`src/sv/psd_pkg.sv`:
```
// Shared widths, region codes and pipeline tag type for the point-segment distance block.
package psd_pkg;

  localparam int COORD_WIDTH = 32;
  localparam int DW  = COORD_WIDTH + 1;
  localparam int PW  = 2 * DW;
  localparam int SW  = PW + 2;
  localparam int XW  = PW + 1;
  localparam int XLO = (XW + 1) / 2;
  localparam int XHI = XW - XLO;
  localparam int CCW = 2 * XW;
  localparam int LW  = PW;
  localparam int QW  = SW;
  localparam int RW  = QW / 2;
  localparam int OW  = 32;

  typedef enum logic [1:0] {
    REGION_START  = 2'd0,
    REGION_END    = 2'd1,
    REGION_INSIDE = 2'd2
  } region_t;

  typedef struct packed {
    logic    vld;
    region_t region;
  } psd_tag_t;

endpackage

```
`src/sv/psd_sqrt.sv`:
```
// Pipelined integer square root, one root bit per stage.
module psd_sqrt (
  input  logic                   clk,
  input  logic                   rst_n,
  input  logic                   en,
  input  psd_pkg::psd_tag_t      tag_i,
  input  logic [psd_pkg::QW-1:0] rad_i,
  output psd_pkg::psd_tag_t      tag_o,
  output logic [psd_pkg::RW-1:0] root_o
);

  logic [psd_pkg::RW+1:0]  rem_r  [psd_pkg::RW+1];
  logic [psd_pkg::RW-1:0]  root_r [psd_pkg::RW+1];
  logic [psd_pkg::QW-1:0]  x_r    [psd_pkg::RW+1];
  psd_pkg::region_t        rg_r   [psd_pkg::RW+1];
  logic [psd_pkg::RW:0]    vld_r;

  logic [psd_pkg::RW+3:0]  r2    [psd_pkg::RW];
  logic [psd_pkg::RW+3:0]  trial [psd_pkg::RW];
  logic                    ge    [psd_pkg::RW];

  always_comb begin
    for (int k = 0; k < psd_pkg::RW; k++) begin
      r2[k]    = {rem_r[k], x_r[k][psd_pkg::QW-1:psd_pkg::QW-2]};
      trial[k] = {2'b00, root_r[k], 2'b01};
      ge[k]    = r2[k] >= trial[k];
    end
  end

  always_ff @(posedge clk) begin
    if (!rst_n) begin
      vld_r <= '0;
    end else if (en) begin
      vld_r <= {vld_r[psd_pkg::RW-1:0], tag_i.vld};
    end
  end

  always_ff @(posedge clk) begin
    if (en) begin
      rem_r[0]  <= '0;
      root_r[0] <= '0;
      x_r[0]    <= rad_i;
      rg_r[0]   <= tag_i.region;
      for (int k = 0; k < psd_pkg::RW; k++) begin
        rem_r[k+1]  <= ge[k] ? (psd_pkg::RW+2)'(r2[k] - trial[k])
                             : (psd_pkg::RW+2)'(r2[k]);
        root_r[k+1] <= {root_r[k][psd_pkg::RW-2:0], ge[k]};
        x_r[k+1]    <= {x_r[k][psd_pkg::QW-3:0], 2'b00};
        rg_r[k+1]   <= rg_r[k];
      end
    end
  end

  assign tag_o.vld    = vld_r[psd_pkg::RW];
  assign tag_o.region = rg_r[psd_pkg::RW];
  assign root_o       = root_r[psd_pkg::RW];

endmodule
```
`config.mk`:
```
export PLATFORM = sky130hd
export DESIGN_NAME = psd_sqrt
export DESIGN_NICKNAME = d
export VERILOG_FILES = /design/src/sv/psd_pkg.sv /design/src/sv/psd_sqrt.sv
export SDC_FILE = /design/constraint.sdc
export NUM_CORES = 2
export LEC_CHECK = 0
export BUFFER_PORTS_ARGS = -buffer_cell sky130_fd_sc_hd__buf_2
export CAP_MARGIN = 20
export CORE_UTILIZATION = 54
export CTS_CLUSTER_SIZE = 28
export DETAILED_ROUTE_END_ITERATION = 10
export GPL_TIMING_DRIVEN = 0
export MAX_ROUTING_LAYER = met4
export PLACE_DENSITY = 0.76
export RECOVER_POWER = 50
export SLEW_MARGIN = 30
export SYNTH_ARGS = -nofsm -noshare
export SYNTH_HDL_FRONTEND = slang
export SYNTH_MEMORY_MAX_BITS = 65536
export SYNTH_SLANG_ARGS = --single-unit
```
`constraint.sdc`:
```
create_clock -name clk -period 4.3 [get_ports clk]
set_input_delay 0.43 -clock clk [delete_from_list [all_inputs] [get_ports clk]]
set_output_delay 0.43 -clock clk [all_outputs]
set_load 0.01 [all_outputs]
```
==> flow_summary.toml <==
[critical_path]
cp_slowest_cell = "a2111oi_2"
crit_chain = "inv_1, ha_1, nor2b_1, o31a_1, o31ai_1, a21oi_1, o21a_1, nand3_1, nand2_1, a2111oi_2, buf_2, clkbuf_2, nand2_1, o41ai_1"
r2r_slack_ns = 0.19
crit_start = "root_r[20][0]"
timing.rr.start = "root_r[20][0]"
r2r_end = "rem_r[21][17]"
worst-path-buf-inv = 3
critPathLaunchType = "flip-flop"
end_kind = "flip-flop"
cp_top_family = "compound AO/OA/AOI/OAI gates"
slowest_delay_ns = 0.54
required_ns = 4.98
cp.depth = 14
crit_type = "flip-flop to flip-flop"
worstSetupEndpoint = "rem_r[21][17]"
arrival_ns = 4.79
r2r.worst_path.cells = 14
worst_path_most_repeated_cell = "nand2_1"
worstPathMaxFanout = 10

[grt]
grt_first_pass_wirelength_um = 454000
grt_pass1_vias = 83568
grt-ovfl-total = 0
grt_max_degree = 137
antenna_found_initial = 10
grt_usage = 0.231

[drt]
drt-vias-per-instance = 5.68
avgRoutedWirePerCell_um = 19.7
drtAntennaViolNets = 0
first_iter_violations = 6525
wirelength_um = 291000
drtPass1Iterations = 8
drcViolationCount = 0
vias = 83703

[synthesis]
synth_ff_type = "edfxtp_1"
yosysSeqAreaShare = 0.655
synth_top_cell_by_area = "edfxtp_1"
synth_edf_count = 2990
postSynthAreaPerCell_um2 = 13.1
ys_ff_latch = 3025
synthesis.nets = 11275
syn-cell-area_um2 = 138000
synth_cell_types = 93
synthArstFlopShare = 0
synth_warnings = 0
synth_most_common_cell = "edfxtp_1"
syn_inst = 10569
synth_area_leaders = "edfxtp_1, ha_1, xor2_1, xnor2_1, o21ai_0"
yosys-top-cells-count = "edfxtp_1, inv_1, nand2_1"
yosysTopAreaCellShare = 0.650

[sta]
fmax_mhz = 243
drv_slew = 446
period_share = 0.957
hold_viol_final = 0
holdWs_ns = 0.0340
skew_ns = 0.103
rsz0062_at_grt = "false"
relSlewSlack = -1.74
worst_pin_slew_ns = 4.11
setup_viol = 0
min_period_ns = 4.11

[clock_tree]
h-tree-depth = 5
cts.reportedPaths.clkPinSlew_ns = 0.06
cts_max_path_buffers = 4
cts_buffers = 332
clkSinkCount = 3025
insertion_delay_ns = 0.99
cts_tree = "built"
root_buffer = "clkbuf_16"

[floorplan]
coreArea_um2 = 254000
start_util = 0.544
dieHeight_um = 508
fp.dieW_um = 508
io_pins = 111
rows = 185
fp.dieArea_um2 = 258000

[pwr]
power_uw = 83700
p_leak_uw = 0.0589
powerDensity_nw_per_um2 = 539
vdd_ir_drop_max_v = 0.000389

[status]
status = "finished, violations left"
violations = "capacitance limit, slew limit"

[worst_hold_path]
min_path_type = "input pin to flip-flop"

[flow_run]
drv_cap = 4

[final_layout]
nNetsFinal = 11821
final_core_util = 0.611
areaGrowthSynthToFinish_pct = 12.4
drive_above_1_share = 0.0725

[placed_design]
port-buffer-count = 110
place.gp.congestion = 0.930
dp_hpwl_um = 212000
[logic make-up after synthesis]
family	after synthesis	synth area share
DFF	3025	0.655
and+or+nand+nor	2732	0.0976
AOI/OAI and AO/OA	2110	0.0945
buffers and inverters	1017	0.0278
xor gates and xnor gates	953	0.0604
adders and majority gates	632	0.0572
muxes	99	0.00759
other	1	0.0000271
[per-stage QoR]
step	TNS (ns)	cells	setup slack, ns	instance area [µm²]
floorplan	0	10569	0.618	138000
global placement	-	14045	-42.21	143000
detailed placement	-49.08	14071	-1.02	144000
CTS	0	14727	0.000242	155000
global route	0	14739	0.000279	155000
finish	0	14739	0.186	155000
[per-layer routing]
metal / part of all wire / global-route usage
met5: 0 / -
met4: 0.045 / 0.0984
met3: 0.046 / 0.0318
met2: 0.50 / 0.394
met1: 0.41 / 0.274
[layout by cell type, fill, tap and decap left out, drive strengths merged, types with 258 or more instances in the layout]
cell type | netlist | routed
nor2 | 588 | 588
xnor2 | 446 | 446
xor2 | 507 | 507
nor3 | 258 | 258
a21oi | 582 | 582
ha | 632 | 632
inv | 794 | 807
clkbuf | 203 | 597
nand2 | 781 | 781
o21ai | 646 | 646
edfxtp | 2990 | 2990
[what timing repair did]
item,CTS,global route
gates resized for setup,37,61
gates cloned,0,0
endpoints found under the setup margin,176,225
buffers inserted,1,1
pin swaps,0,2
hold endpoints to repair,189,0
hold buffers,74,0
[flip-flops by register name, indices dropped and copies added, names as in the netlist]
register	flops
rem_r	1135
rg_r	70
x_r	1190
root_r	595
vld_r	35
[final cells by class]
type | instances | area, µm²
fillers | 19229 | 98800
flip-flops and latches | 3025 | 90500
multi-input cells | 6527 | 44000
clock buffers | 381 | 8620
well taps | 3366 | 4210
inverters | 794 | 2980
clock inverters | 200 | 2170
repair buffers | 212 | 1910
plain buffers | 223 | 930
diodes | 11 | 27.5
[where the power goes]
part	total, µW	internal, µW	switching [µW]
registers	39400	37100	2360
logic	16300	6540	9770
clock network	28000	16800	11200
total	83700	60400	23300
[worst min-delay path by stage]
stage	cells past startpoint	from	slack [ns]	to
6_report	2	en	0.03	x_r[1][36]
5_1_grt	2	en	0.02	x_r[3][40]
4_1_cts	2	en	0.003	x_r[0][34]
3_5_place_dp	0	rg_r[13][1]	0.40	rg_r[14][1]
3_3_place_gp	0	x_r[24][48]	0.40	x_r[25][50]
2_1_floorplan	0	rg_r[9][0]	0.40	rg_r[10][0]
Note: power is estimated with default switching activity, not from simulation.
